## config.mk

```make
export PLATFORM = sky130hd
export DESIGN_NAME = block_cache_directory_flat
export DESIGN_NICKNAME = d
export VERILOG_FILES = /design/src/sv/bcd_pkg.sv /design/src/sv/bcd_if.sv /design/src/sv/block_cache_directory.sv /design/src/sv/bcd_ram.sv /design/src/flat_wrapper.sv
export SDC_FILE = /design/constraint.sdc
export NUM_CORES = 2
export LEC_CHECK = 0
export BUFFER_PORTS_ARGS = -buffer_cell sky130_fd_sc_hd__buf_2
export CAP_MARGIN = 20
export CORE_UTILIZATION = 46
export DETAILED_ROUTE_END_ITERATION = 8
export GPL_TIMING_DRIVEN = 0
export PLACE_DENSITY = 0.7
export SYNTH_ARGS = -nofsm -noshare
export SYNTH_HDL_FRONTEND = slang
export SYNTH_SLANG_ARGS = --single-unit
```

## constraint.sdc

```tcl
create_clock -name clk -period 28.7 [get_ports clk]
set_clock_uncertainty 0.15 [all_clocks]
set_input_delay 0 -clock clk [delete_from_list [all_inputs] [get_ports clk]]
set_output_delay 0 -clock clk [all_outputs]
set_load 0.02 [all_outputs]
```

## src/sv/bcd_pkg.sv

```systemverilog
`timescale 1ns / 1ps
// Shared types and constants of the block cache directory.
// No dependencies; the interfaces and the directory module import this package.
package bcd_pkg;

  localparam int SLOTS_DEF = 16;

  localparam int CMD_W    = 2;
  localparam int HANDLE_W = 8;
  localparam int BLOCK_W  = 64;
  localparam int STAMP_W  = 32;
  localparam int STATUS_W = 3;
  localparam int SLOT_O_W = 4;

  typedef enum logic [CMD_W-1:0] {
    CMD_READ  = 2'd0,
    CMD_WRITE = 2'd1,
    CMD_FLUSH = 2'd2,
    CMD_INVAL = 2'd3
  } cmd_t;

  typedef enum logic [STATUS_W-1:0] {
    ST_HIT   = 3'd0,
    ST_MISS  = 3'd1,
    ST_ERR   = 3'd2,
    ST_FLUSH = 3'd3,
    ST_DONE  = 3'd4
  } status_t;

  // One directory entry as stored in the slot memory.
  typedef struct packed {
    logic [BLOCK_W-1:0]  block;
    logic [HANDLE_W-1:0] owner;
    logic                dirty;
    logic [STAMP_W-1:0]  stamp;
  } entry_t;

endpackage

```

## src/sv/bcd_if.sv

```systemverilog
`timescale 1ns / 1ps
// Valid/ready channels of the block cache directory: request and result.
// Depends on bcd_pkg for field widths.
interface bcd_in_if import bcd_pkg::*; ();
  logic                valid;
  logic                ready;
  logic [CMD_W-1:0]    command;
  logic [HANDLE_W-1:0] req_handle;
  logic [BLOCK_W-1:0]  block_number;
  logic                all_handles;
  logic                backing_ok;

  modport source (output valid, command, req_handle, block_number, all_handles,
                  backing_ok, input ready);
  modport sink (input valid, command, req_handle, block_number, all_handles,
                backing_ok, output ready);
endinterface

interface bcd_out_if import bcd_pkg::*; ();
  logic                valid;
  logic                ready;
  logic [STATUS_W-1:0] status;
  logic [SLOT_O_W-1:0] slot;
  logic                evict_writeback;
  logic [BLOCK_W-1:0]  victim_block;
  logic [HANDLE_W-1:0] victim_handle;
  logic                last;

  modport source (output valid, status, slot, evict_writeback, victim_block,
                  victim_handle, last, input ready);
  modport sink (input valid, status, slot, evict_writeback, victim_block,
                victim_handle, last, output ready);
endinterface

```

## src/sv/block_cache_directory.sv

```systemverilog
`timescale 1ns / 1ps
// Fully associative write-back cache directory, LRU by use stamp.
// Depends on bcd_pkg, bcd_in_if/bcd_out_if and bcd_ram.

// Every command walks the slot memory once, one read a cycle while no flush
// writeback beat waits on the result port, and ends in a decide/write-back
// step that waits until the output register is free. The walk is bound by
// the one read port of the slot memory. Entries that were never written read
// as empty through per-slot valid bits cleared by reset, so no clearing pass
// follows reset. Results leave through an output register, so a finished
// result may wait while the next request is taken.
module block_cache_directory import bcd_pkg::*; #(
  parameter int SLOTS = SLOTS_DEF
) (
  input  logic      clk,
  input  logic      rst_n,
  bcd_in_if.sink    in_ch,
  bcd_out_if.source out_ch
);

  localparam int SLOT_W = $clog2(SLOTS);
  localparam int CNT_W  = SLOT_W + 1;
  localparam int ENT_W  = $bits(entry_t);

  typedef enum logic [2:0] {
    S_IDLE = 3'b001,
    S_SCAN = 3'b010,
    S_FIN  = 3'b100
  } state_t;

  state_t state_r, state_nxt;

  // latched request
  cmd_t                cmd_r;
  logic [HANDLE_W-1:0] hdl_r;
  logic [BLOCK_W-1:0]  blk_r;
  logic                all_r;
  logic                ok_r;

  logic [CNT_W-1:0]    rd_cnt_r, rd_cnt_nxt;
  logic                chk_vld_r, chk_vld_nxt;
  logic [SLOT_W-1:0]   chk_idx_r, chk_idx_nxt;
  logic [SLOTS-1:0]    vld_r;
  logic                vld_q_r;
  logic [STAMP_W-1:0]  use_clk_r, use_clk_nxt;

  // lookup / victim search results
  logic                hit_f_r, hit_f_nxt;
  logic [SLOT_W-1:0]   hit_idx_r, hit_idx_nxt;
  logic                hit_dirty_r, hit_dirty_nxt;
  logic                emp_f_r, emp_f_nxt;
  logic [SLOT_W-1:0]   emp_idx_r, emp_idx_nxt;
  logic [STAMP_W-1:0]  best_stamp_r, best_stamp_nxt;
  logic [SLOT_W-1:0]   best_idx_r, best_idx_nxt;
  logic [BLOCK_W-1:0]  best_block_r, best_block_nxt;
  logic [HANDLE_W-1:0] best_owner_r, best_owner_nxt;
  logic                best_dirty_r, best_dirty_nxt;

  // output register
  logic                out_valid_r, out_valid_nxt;
  logic [STATUS_W-1:0] out_status_r, out_status_nxt;
  logic [SLOT_O_W-1:0] out_slot_r, out_slot_nxt;
  logic                out_ev_r, out_ev_nxt;
  logic [BLOCK_W-1:0]  out_vb_r, out_vb_nxt;
  logic [HANDLE_W-1:0] out_vh_r, out_vh_nxt;
  logic                out_last_r, out_last_nxt;
  logic                out_free, out_load;

  // memory port
  logic                ram_we, ram_re;
  logic [SLOT_W-1:0]   ram_waddr, ram_raddr;
  entry_t              ram_wdata, ram_q, ent;
  logic [ENT_W-1:0]    ram_rdata;

  logic                accept, advance, fl_match, proc, scan_end;
  logic                rw_cmd, is_miss, wb;
  logic [SLOT_W-1:0]   res_idx, vic_idx;
  logic [SLOT_W+3:0]   slot_ext;
  logic [STAMP_W-1:0]  stamp_new;

  bcd_ram #(
    .WIDTH(ENT_W),
    .DEPTH(SLOTS)
  ) u_slot_ram (
    .clk  (clk),
    .we   (ram_we),
    .waddr(ram_waddr),
    .wdata(ram_wdata),
    .re   (ram_re),
    .raddr(ram_raddr),
    .rdata(ram_rdata)
  );

  assign ram_q = entry_t'(ram_rdata);
  assign ent   = vld_q_r ? ram_q : entry_t'('0);

  assign in_ch.ready = (state_r == S_IDLE);
  assign accept      = in_ch.valid && in_ch.ready;
  assign out_free    = !out_valid_r || out_ch.ready;

  assign fl_match  = (ent.block != '0) && (all_r || ent.owner == hdl_r) && ent.dirty;
  // a flush writeback beat holds the walk until the output register frees
  assign advance   = !(chk_vld_r && cmd_r == CMD_FLUSH && fl_match && !out_free);
  assign proc      = (state_r == S_SCAN) && chk_vld_r && advance;
  assign scan_end  = (rd_cnt_r == CNT_W'(SLOTS));
  assign ram_re    = (state_r == S_SCAN) && advance && !scan_end;
  assign ram_raddr = rd_cnt_r[SLOT_W-1:0];

  assign rw_cmd    = (cmd_r == CMD_READ) || (cmd_r == CMD_WRITE);
  assign is_miss   = !hit_f_r;
  assign wb        = !emp_f_r && best_dirty_r && (best_block_r != '0);
  assign vic_idx   = emp_f_r ? emp_idx_r : best_idx_r;
  assign stamp_new = use_clk_r + STAMP_W'(1);

  always_comb begin
    state_nxt      = state_r;
    rd_cnt_nxt     = rd_cnt_r;
    chk_vld_nxt    = chk_vld_r;
    chk_idx_nxt    = chk_idx_r;
    use_clk_nxt    = use_clk_r;
    hit_f_nxt      = hit_f_r;
    hit_idx_nxt    = hit_idx_r;
    hit_dirty_nxt  = hit_dirty_r;
    emp_f_nxt      = emp_f_r;
    emp_idx_nxt    = emp_idx_r;
    best_stamp_nxt = best_stamp_r;
    best_idx_nxt   = best_idx_r;
    best_block_nxt = best_block_r;
    best_owner_nxt = best_owner_r;
    best_dirty_nxt = best_dirty_r;
    ram_we         = 1'b0;
    ram_waddr      = chk_idx_r;
    ram_wdata      = ent;
    out_load       = 1'b0;
    out_status_nxt = ST_DONE;
    res_idx        = '0;
    out_ev_nxt     = 1'b0;
    out_vb_nxt     = '0;
    out_vh_nxt     = '0;
    out_last_nxt   = 1'b1;

    unique case (state_r)
      S_IDLE: begin
        if (accept) begin
          state_nxt   = S_SCAN;
          rd_cnt_nxt  = '0;
          chk_vld_nxt = 1'b0;
          hit_f_nxt   = 1'b0;
          emp_f_nxt   = 1'b0;
        end
      end

      S_SCAN: begin
        if (advance) begin
          chk_vld_nxt = !scan_end;
          chk_idx_nxt = ram_raddr;
          if (!scan_end) begin
            rd_cnt_nxt = rd_cnt_r + CNT_W'(1);
          end else begin
            state_nxt = S_FIN;
          end
        end
        if (proc) begin
          case (cmd_r) inside
            CMD_READ, CMD_WRITE: begin
              if (!hit_f_r && blk_r != '0 && ent.block == blk_r && ent.owner == hdl_r) begin
                hit_f_nxt     = 1'b1;
                hit_idx_nxt   = chk_idx_r;
                hit_dirty_nxt = ent.dirty;
              end
              // slot 0 is never taken as an empty slot, only by stamp
              if (!emp_f_r && chk_idx_r != '0 && ent.block == '0) begin
                emp_f_nxt   = 1'b1;
                emp_idx_nxt = chk_idx_r;
              end
              if (chk_idx_r == '0 || ent.stamp < best_stamp_r) begin
                best_stamp_nxt = ent.stamp;
                best_idx_nxt   = chk_idx_r;
                best_block_nxt = ent.block;
                best_owner_nxt = ent.owner;
                best_dirty_nxt = ent.dirty;
              end
            end
            CMD_FLUSH: begin
              if (fl_match) begin
                ram_we          = 1'b1;
                ram_wdata.dirty = 1'b0;
                out_load        = 1'b1;
                out_status_nxt  = ST_FLUSH;
                res_idx         = chk_idx_r;
                out_vb_nxt      = ent.block;
                out_vh_nxt      = ent.owner;
                out_last_nxt    = 1'b0;
              end
            end
            default: begin
              if (ent.owner == hdl_r) begin
                ram_we          = 1'b1;
                ram_wdata.block = '0;
                ram_wdata.dirty = 1'b0;
              end
            end
          endcase
        end
      end

      S_FIN: begin
        if (out_free) begin
          out_load  = 1'b1;
          state_nxt = S_IDLE;
          if (rw_cmd) begin
            ram_wdata.block = blk_r;
            ram_wdata.owner = hdl_r;
            ram_wdata.stamp = stamp_new;
            if (!is_miss) begin
              ram_we          = 1'b1;
              ram_waddr       = hit_idx_r;
              ram_wdata.dirty = hit_dirty_r || (cmd_r == CMD_WRITE);
              use_clk_nxt     = stamp_new;
              out_status_nxt  = ST_HIT;
              res_idx         = hit_idx_r;
            end else if (cmd_r == CMD_READ && !ok_r) begin
              out_status_nxt = ST_ERR;
            end else begin
              ram_we          = 1'b1;
              ram_waddr       = vic_idx;
              ram_wdata.dirty = (cmd_r == CMD_WRITE);
              use_clk_nxt     = stamp_new;
              out_status_nxt  = ST_MISS;
              res_idx         = vic_idx;
              out_ev_nxt      = wb;
              out_vb_nxt      = wb ? best_block_r : '0;
              out_vh_nxt      = wb ? best_owner_r : '0;
            end
          end
        end
      end

      default: begin
        state_nxt = S_IDLE;
      end
    endcase

    // slot field is reported modulo 16
    slot_ext     = {4'b0000, res_idx};
    out_slot_nxt = slot_ext[3:0];

    if (out_load) begin
      out_valid_nxt = 1'b1;
    end else if (out_ch.ready) begin
      out_valid_nxt = 1'b0;
    end else begin
      out_valid_nxt = out_valid_r;
    end
  end

  always_ff @(posedge clk) begin
    if (!rst_n) begin
      state_r     <= S_IDLE;
      rd_cnt_r    <= '0;
      chk_vld_r   <= 1'b0;
      vld_r       <= '0;
      vld_q_r     <= 1'b0;
      use_clk_r   <= '0;
      out_valid_r <= 1'b0;
      hit_f_r     <= 1'b0;
      emp_f_r     <= 1'b0;
    end else begin
      state_r     <= state_nxt;
      rd_cnt_r    <= rd_cnt_nxt;
      chk_vld_r   <= chk_vld_nxt;
      use_clk_r   <= use_clk_nxt;
      out_valid_r <= out_valid_nxt;
      hit_f_r     <= hit_f_nxt;
      emp_f_r     <= emp_f_nxt;
      if (ram_re) begin
        vld_q_r <= vld_r[ram_raddr];
      end
      if (ram_we) begin
        vld_r[ram_waddr] <= 1'b1;
      end
    end
  end

  always_ff @(posedge clk) begin
    if (accept) begin
      cmd_r <= cmd_t'(in_ch.command);
      hdl_r <= in_ch.req_handle;
      blk_r <= in_ch.block_number;
      all_r <= in_ch.all_handles;
      ok_r  <= in_ch.backing_ok;
    end
    chk_idx_r    <= chk_idx_nxt;
    hit_idx_r    <= hit_idx_nxt;
    hit_dirty_r  <= hit_dirty_nxt;
    emp_idx_r    <= emp_idx_nxt;
    best_stamp_r <= best_stamp_nxt;
    best_idx_r   <= best_idx_nxt;
    best_block_r <= best_block_nxt;
    best_owner_r <= best_owner_nxt;
    best_dirty_r <= best_dirty_nxt;
    if (out_load) begin
      out_status_r <= out_status_nxt;
      out_slot_r   <= out_slot_nxt;
      out_ev_r     <= out_ev_nxt;
      out_vb_r     <= out_vb_nxt;
      out_vh_r     <= out_vh_nxt;
      out_last_r   <= out_last_nxt;
    end
  end

  assign out_ch.valid           = out_valid_r;
  assign out_ch.status          = out_status_r;
  assign out_ch.slot            = out_slot_r;
  assign out_ch.evict_writeback = out_ev_r;
  assign out_ch.victim_block    = out_vb_r;
  assign out_ch.victim_handle   = out_vh_r;
  assign out_ch.last            = out_last_r;

  // the walk never writes the entry it is reading in the same cycle
  a_no_rw_overlap: assert property (@(posedge clk) disable iff (!rst_n)
    ram_we && ram_re |-> ram_waddr != ram_raddr)
    else $error("slot memory read and write collide");

  // the use clock moves only in the decide cycle
  a_clock_in_fin: assert property (@(posedge clk) disable iff (!rst_n)
    use_clk_r != $past(use_clk_r) |-> $past(state_r) == S_FIN)
    else $error("use clock changed outside decide cycle");

  // a pending entry check exists only during the walk
  a_chk_in_scan: assert property (@(posedge clk) disable iff (!rst_n)
    chk_vld_r |-> state_r == S_SCAN)
    else $error("entry check outside walk");

  // a writeback beat never carries the last mark
  a_flush_not_last: assert property (@(posedge clk) disable iff (!rst_n)
    out_load && out_status_nxt == ST_FLUSH |=> out_valid_r && !out_last_r)
    else $error("flush writeback marked last");

endmodule

```

## src/sv/bcd_ram.sv

```systemverilog
`timescale 1ns / 1ps
// Generic single-write, single-read RAM with registered read data.
// No dependencies.
module bcd_ram #(
  parameter int WIDTH = 8,
  parameter int DEPTH = 16
) (
  input  logic                     clk,
  input  logic                     we,
  input  logic [$clog2(DEPTH)-1:0] waddr,
  input  logic [WIDTH-1:0]         wdata,
  input  logic                     re,
  input  logic [$clog2(DEPTH)-1:0] raddr,
  output logic [WIDTH-1:0]         rdata
);

  logic [WIDTH-1:0] mem [DEPTH];

  always_ff @(posedge clk) begin
    if (we) begin
      mem[waddr] <= wdata;
    end
    if (re) begin
      rdata <= mem[raddr];
    end
  end

endmodule
```

## src/flat_wrapper.sv

```systemverilog
// flat-port wrapper written by rule: the top's interface ports become plain ports
module block_cache_directory_flat import bcd_pkg::*;
#(
  parameter int SLOTS = SLOTS_DEF
)
  (clk, rst_n, in_ch_valid, in_ch_command, in_ch_req_handle, in_ch_block_number, in_ch_all_handles, in_ch_backing_ok, in_ch_ready, out_ch_valid, out_ch_status, out_ch_slot, out_ch_evict_writeback, out_ch_victim_block, out_ch_victim_handle, out_ch_last, out_ch_ready);
  bcd_in_if in_ch_i ();
  bcd_out_if out_ch_i ();
  input  logic clk;
  input  logic rst_n;
  input wire logic [$bits(in_ch_i.valid)-1:0] in_ch_valid;
  input wire logic [$bits(in_ch_i.command)-1:0] in_ch_command;
  input wire logic [$bits(in_ch_i.req_handle)-1:0] in_ch_req_handle;
  input wire logic [$bits(in_ch_i.block_number)-1:0] in_ch_block_number;
  input wire logic [$bits(in_ch_i.all_handles)-1:0] in_ch_all_handles;
  input wire logic [$bits(in_ch_i.backing_ok)-1:0] in_ch_backing_ok;
  output wire logic [$bits(in_ch_i.ready)-1:0] in_ch_ready;
  output wire logic [$bits(out_ch_i.valid)-1:0] out_ch_valid;
  output wire logic [$bits(out_ch_i.status)-1:0] out_ch_status;
  output wire logic [$bits(out_ch_i.slot)-1:0] out_ch_slot;
  output wire logic [$bits(out_ch_i.evict_writeback)-1:0] out_ch_evict_writeback;
  output wire logic [$bits(out_ch_i.victim_block)-1:0] out_ch_victim_block;
  output wire logic [$bits(out_ch_i.victim_handle)-1:0] out_ch_victim_handle;
  output wire logic [$bits(out_ch_i.last)-1:0] out_ch_last;
  input wire logic [$bits(out_ch_i.ready)-1:0] out_ch_ready;
  assign in_ch_i.valid = in_ch_valid;
  assign in_ch_i.command = in_ch_command;
  assign in_ch_i.req_handle = in_ch_req_handle;
  assign in_ch_i.block_number = in_ch_block_number;
  assign in_ch_i.all_handles = in_ch_all_handles;
  assign in_ch_i.backing_ok = in_ch_backing_ok;
  assign in_ch_ready = in_ch_i.ready;
  assign out_ch_valid = out_ch_i.valid;
  assign out_ch_status = out_ch_i.status;
  assign out_ch_slot = out_ch_i.slot;
  assign out_ch_evict_writeback = out_ch_i.evict_writeback;
  assign out_ch_victim_block = out_ch_i.victim_block;
  assign out_ch_victim_handle = out_ch_i.victim_handle;
  assign out_ch_last = out_ch_i.last;
  assign out_ch_i.ready = out_ch_ready;
  block_cache_directory #(.SLOTS(SLOTS)) u_core (.clk(clk), .rst_n(rst_n), .in_ch(in_ch_i), .out_ch(out_ch_i));
endmodule
```

==> metrics.csv <==
stage,metric,value,unit
synthesis,"Top FF cell, synth",edfxtp_1,
floorplan,Core Area,179000,um2
synthesis,YS warnings,0,
synthesis,Synth Area per Inst,20.1,um2
placed_design,placed insts,7024,
synthesis,Compound-Gate Fraction of Synth Area,2.79,%
sta,hold slack,0.132,ns
clock_network,Resized cells post-CTS,0,
pwr,Clk pwr share,42.9,%
floorplan,die height,427,um
pwr,Gate power share,2.6,%
synthesis,async set or reset register ratio after synthesis,0,%
synthesis,Simple-Gate Fraction of Synth Area,3.89,%
setup_path,Worst setup EP type,flop,
sta,final-report setup violation count,0,
sta,RSZ-0062 raised after global routing,false,
synthesis,sequential element share of the synthesized area,75.9,%
clock_network,"CTS clk-pin slew, worst paths",0.06,ns
global_routing,number of global-route vias before repair,46500,
route,1st-pass router iterations,8,
placed_design,DPL Wire Length,166,mm
synthesis,top cell type's share of synthesized area,74.4,%
route,DR iter-0 viols,6151,
sta,"Hold Vio Cnt, Final",0,
floorplan,starting density of the core,46.5,%
route,# DRC,0,
floorplan,Die X,427,um
pwr,Power Total,6250,uW
sta,Worst Max-Slew Pin Slew,1.21,ns
clock_network,CTS H-Tree Depth,4,
synthesis,library cell with the largest summed area after synthesis,edfxtp_1,
sta,TNS Setup,0,ns
setup_path,Critical Path AT,7.05,ns
flow_run,Max-Cap Viols,0,
setup_path,Crit Path Max Fanout,28,
global_routing,GRT Total Usage,26.2,%
finish,final net count,5197,
floorplan,num rows,155,
synthesis,largest family of logic cells by synthesized area,multiplexers,
synthesis,"EDFF count, synth",2064,
global_routing,initial antenna violation count,6,
synthesis,net count after synthesis,4263,
clock_network,TritonCTS buffer count,199,
pwr,internal power,4990,uW
synthesis,Synth Area in XOR/XNOR,0.884,%
global_routing,largest net degree at the start of global routing,64,
sta,Final Critical Period,6.61,ns
sta,max-slew violations,0,
sta,Max-slew headroom,19.4,%
finish,Area Overhead vs Synth,20.5,%
clock_network,worst-case clock buffer depth,3,
pwr,Sw Share,20.0,%
status,outcome,"complete, no violations",
pwr,Pleak,0.0332,uW
route,Detail Route Antenna Nets,0,
setup_path,CP Data Required Time,29.14,ns
synthesis,synthesized flop and latch total,2125,
floorplan,I/O pins,163,
setup_path,crit path kind,reg2reg,
global_routing,first-pass GRT wire length,336,mm
placed_design,port bufs,161,
clock_network,root buffer cell,clkbuf_16,
clock_network,"Clk Latency, worst-skew pair",0.86,ns
sta,Max Freq,151,MHz
setup_path,startpoint class of the critical path,flop,
finish,share of cells above drive strength 1,28.6,%
min_path,Hold WC Path Type,in2reg,
clock_network,Clock Sinks,2125,
sta,fin crit share,23.0,%
pwr,sequential share of power,54.5,%
synthesis,Post-Syn Instances,4149,
synthesis,Adder-Cell Fraction of Synth Area,0.511,%
synthesis,post-synthesis mux area share,14.4,%
pwr,Power Dens Cells,62.3,nW/um2
synthesis,Netlist Area Pre-Place,83300,um2
route,Via-to-Cell Ratio,6.13,
pwr,P_sw,1250,uW
clock_network,CTS tree,done,
route,DR WL/cell,31.4,um
route,final WL,239,mm
clock_network,Post-CTS Hold Fix Bufs,159,
placed_design,GPL Wtd Cong,0.977,
floorplan,Die Area,183000,um2
synthesis,synth top area cells,"edfxtp_1 74%, mux4_2 14%, dfxtp_1 1.5%",
clock_network,post-CTS setup buffer count,0,
global_routing,grt total ovfl,0,
synthesis,Netlist cell types,72,
finish,Post-Layout Cell Count,7610,
pwr,Max VDD drop,79.2,uV
route,vias,46700,
-- per-stage QoR --
step | util (%) | area, um2 | setup slack, ns
5_1_grt | 56.0 | 100000 | 22.03
3_3_place_gp | 48.6 | 87000 | 7.47
4_1_cts | 55.7 | 99700 | 22.17
6_report | 56.0 | 100000 | 22.09
3_5_place_dp | 51.1 | 91500 | 22.22
2_1_floorplan | - | 83300 | 18.79
-- area by class of cell --
| type | count | area, um2 |
|---|---|---|
| fillers | 13100 | 78900 |
| flip-flops and latches | 2125 | 63200 |
| multi-input cells | 1693 | 19100 |
| repair buffers | 733 | 7160 |
| clock buffers | 241 | 5320 |
| well taps | 2355 | 2950 |
| clock inverters | 127 | 1280 |
| plain buffers | 207 | 836 |
| inverters | 124 | 468 |
| diodes | 5 | 12.5 |
-- worst max-delay path: stages, from the launching register on --
cell	delay [ns]
dfxtp_1	0.48
buf_2	0.46
buf_4	0.33
buf_2	0.37
buf_2	0.36
clkbuf_1	0.83
and2_1	0.31
ha_1	0.18
nand2b_1	0.11
o221a_2	0.21
nor3_1	0.05
o31ai_1	0.41
a211oi_1	0.21
o41ai_1	0.97
a21oi_4	0.39
buf_12	0.28
buf_12	0.19
-- power groups by stage --
stage                     Sequential, uW  Combinational [uW]  Clock, uW
after floorplan                     3450                92.3          0
after global placement              3470                 129          0
after detailed placement            3470                 138          0
after CTS                           3400                 155       2700
after global routing                3400                 169       2810
final                               3400                 161       2680
-- state kept, by name (all words and copies together), names as in the netlist, 2 cells and up --
| signal | count |
|---|---|
| u_core.best_block_r | 64 |
| u_core.best_idx_r | 4 |
| u_core.best_owner_r | 8 |
| u_core.best_stamp_r | 32 |
| u_core.blk_r | 64 |
| u_core.chk_idx_r | 4 |
| u_core.cmd_r | 2 |
| u_core.emp_idx_r | 4 |
| u_core.hdl_r | 8 |
| u_core.hit_idx_r | 4 |
| u_core.out_ch.slot | 4 |
| u_core.out_ch.status | 3 |
| u_core.out_ch.victim_block | 64 |
| u_core.out_ch.victim_handle | 8 |
| u_core.rd_cnt_r | 5 |
| u_core.state_r | 3 |
| u_core.u_slot_ram.mem | 1680 |
| u_core.u_slot_ram.rdata | 105 |
| u_core.use_clk_r | 32 |
| u_core.vld_r | 16 |
-- cells in the mapped netlist (46+ instances only) --
master and instances:
edfxtp_1 2064, mux4_2 530, nand2_1 271, clkbuf_1 132, inv_1 122, o21ai_0 120
nor2_1 114, a21oi_1 68, dfxtp_1 61, o31ai_1 57, nor4_1 51, and2_1 46
xor2_1 46
-- final timing paths --
kind	start	to	slack [ns]	cells after the start
worst max register to register	u_core.vld_q_r	u_core.best_block_r[20]	22.09	16
worst max-delay path	u_core.vld_q_r	u_core.best_block_r[20]	22.09	16
worst min register to register	u_core.vld_r[14]	u_core.vld_r[14]	0.31	2
worst min-delay path	in_ch_valid	u_core.emp_f_r	0.13	5
-- cell usage in the layout (no fill, tap or decap), types with 34 or more instances in the layout --
cell              n
a21oi_1          66
and2_1           46
buf_1            45
buf_2           195
buf_4            88
buf_6           224
buf_8            77
clkbuf_1        162
clkbuf_16       207
clkinv_1         47
clkinv_2         34
dfxtp_1          61
dlygate4sd3_1   159
edfxtp_1       2064
ha_1             34
inv_1           121
mux4_2          530
nand2_1         271
nand3_1          36
nor2_1          114
nor4_1           51
o21ai_0         113
o22ai_1          42
o31ai_2          40
xnor2_1          38
xor2_1           46
-- logic make-up (layout without fill, tap and decap cells) --
group,after synthesis,in the layout
AO/OA/AOI/OAI,371,371
XOR/XNOR,84,84
adder cells (fa/ha/maj),34,34
buffers and inverters,331,1432
flip-flops,2125,2125
multiplexers,539,539
other,0,5
AND/OR/NAND/NOR,665,665
-- per-layer routing --
metal / vias up / wire length [um] / track usage, % / share of wire (%)
met5: - / 74 / 0 / 0.031
met4: 10 / 15700 / 15.4 / 6.6
met3: 655 / 21900 / 4.88 / 9.1
met2: 2950 / 117000 / 42.6 / 49
met1: 24200 / 84400 / 33.0 / 35
li1: 18900 / - / - / -
(Power assumes the default switching activity.)
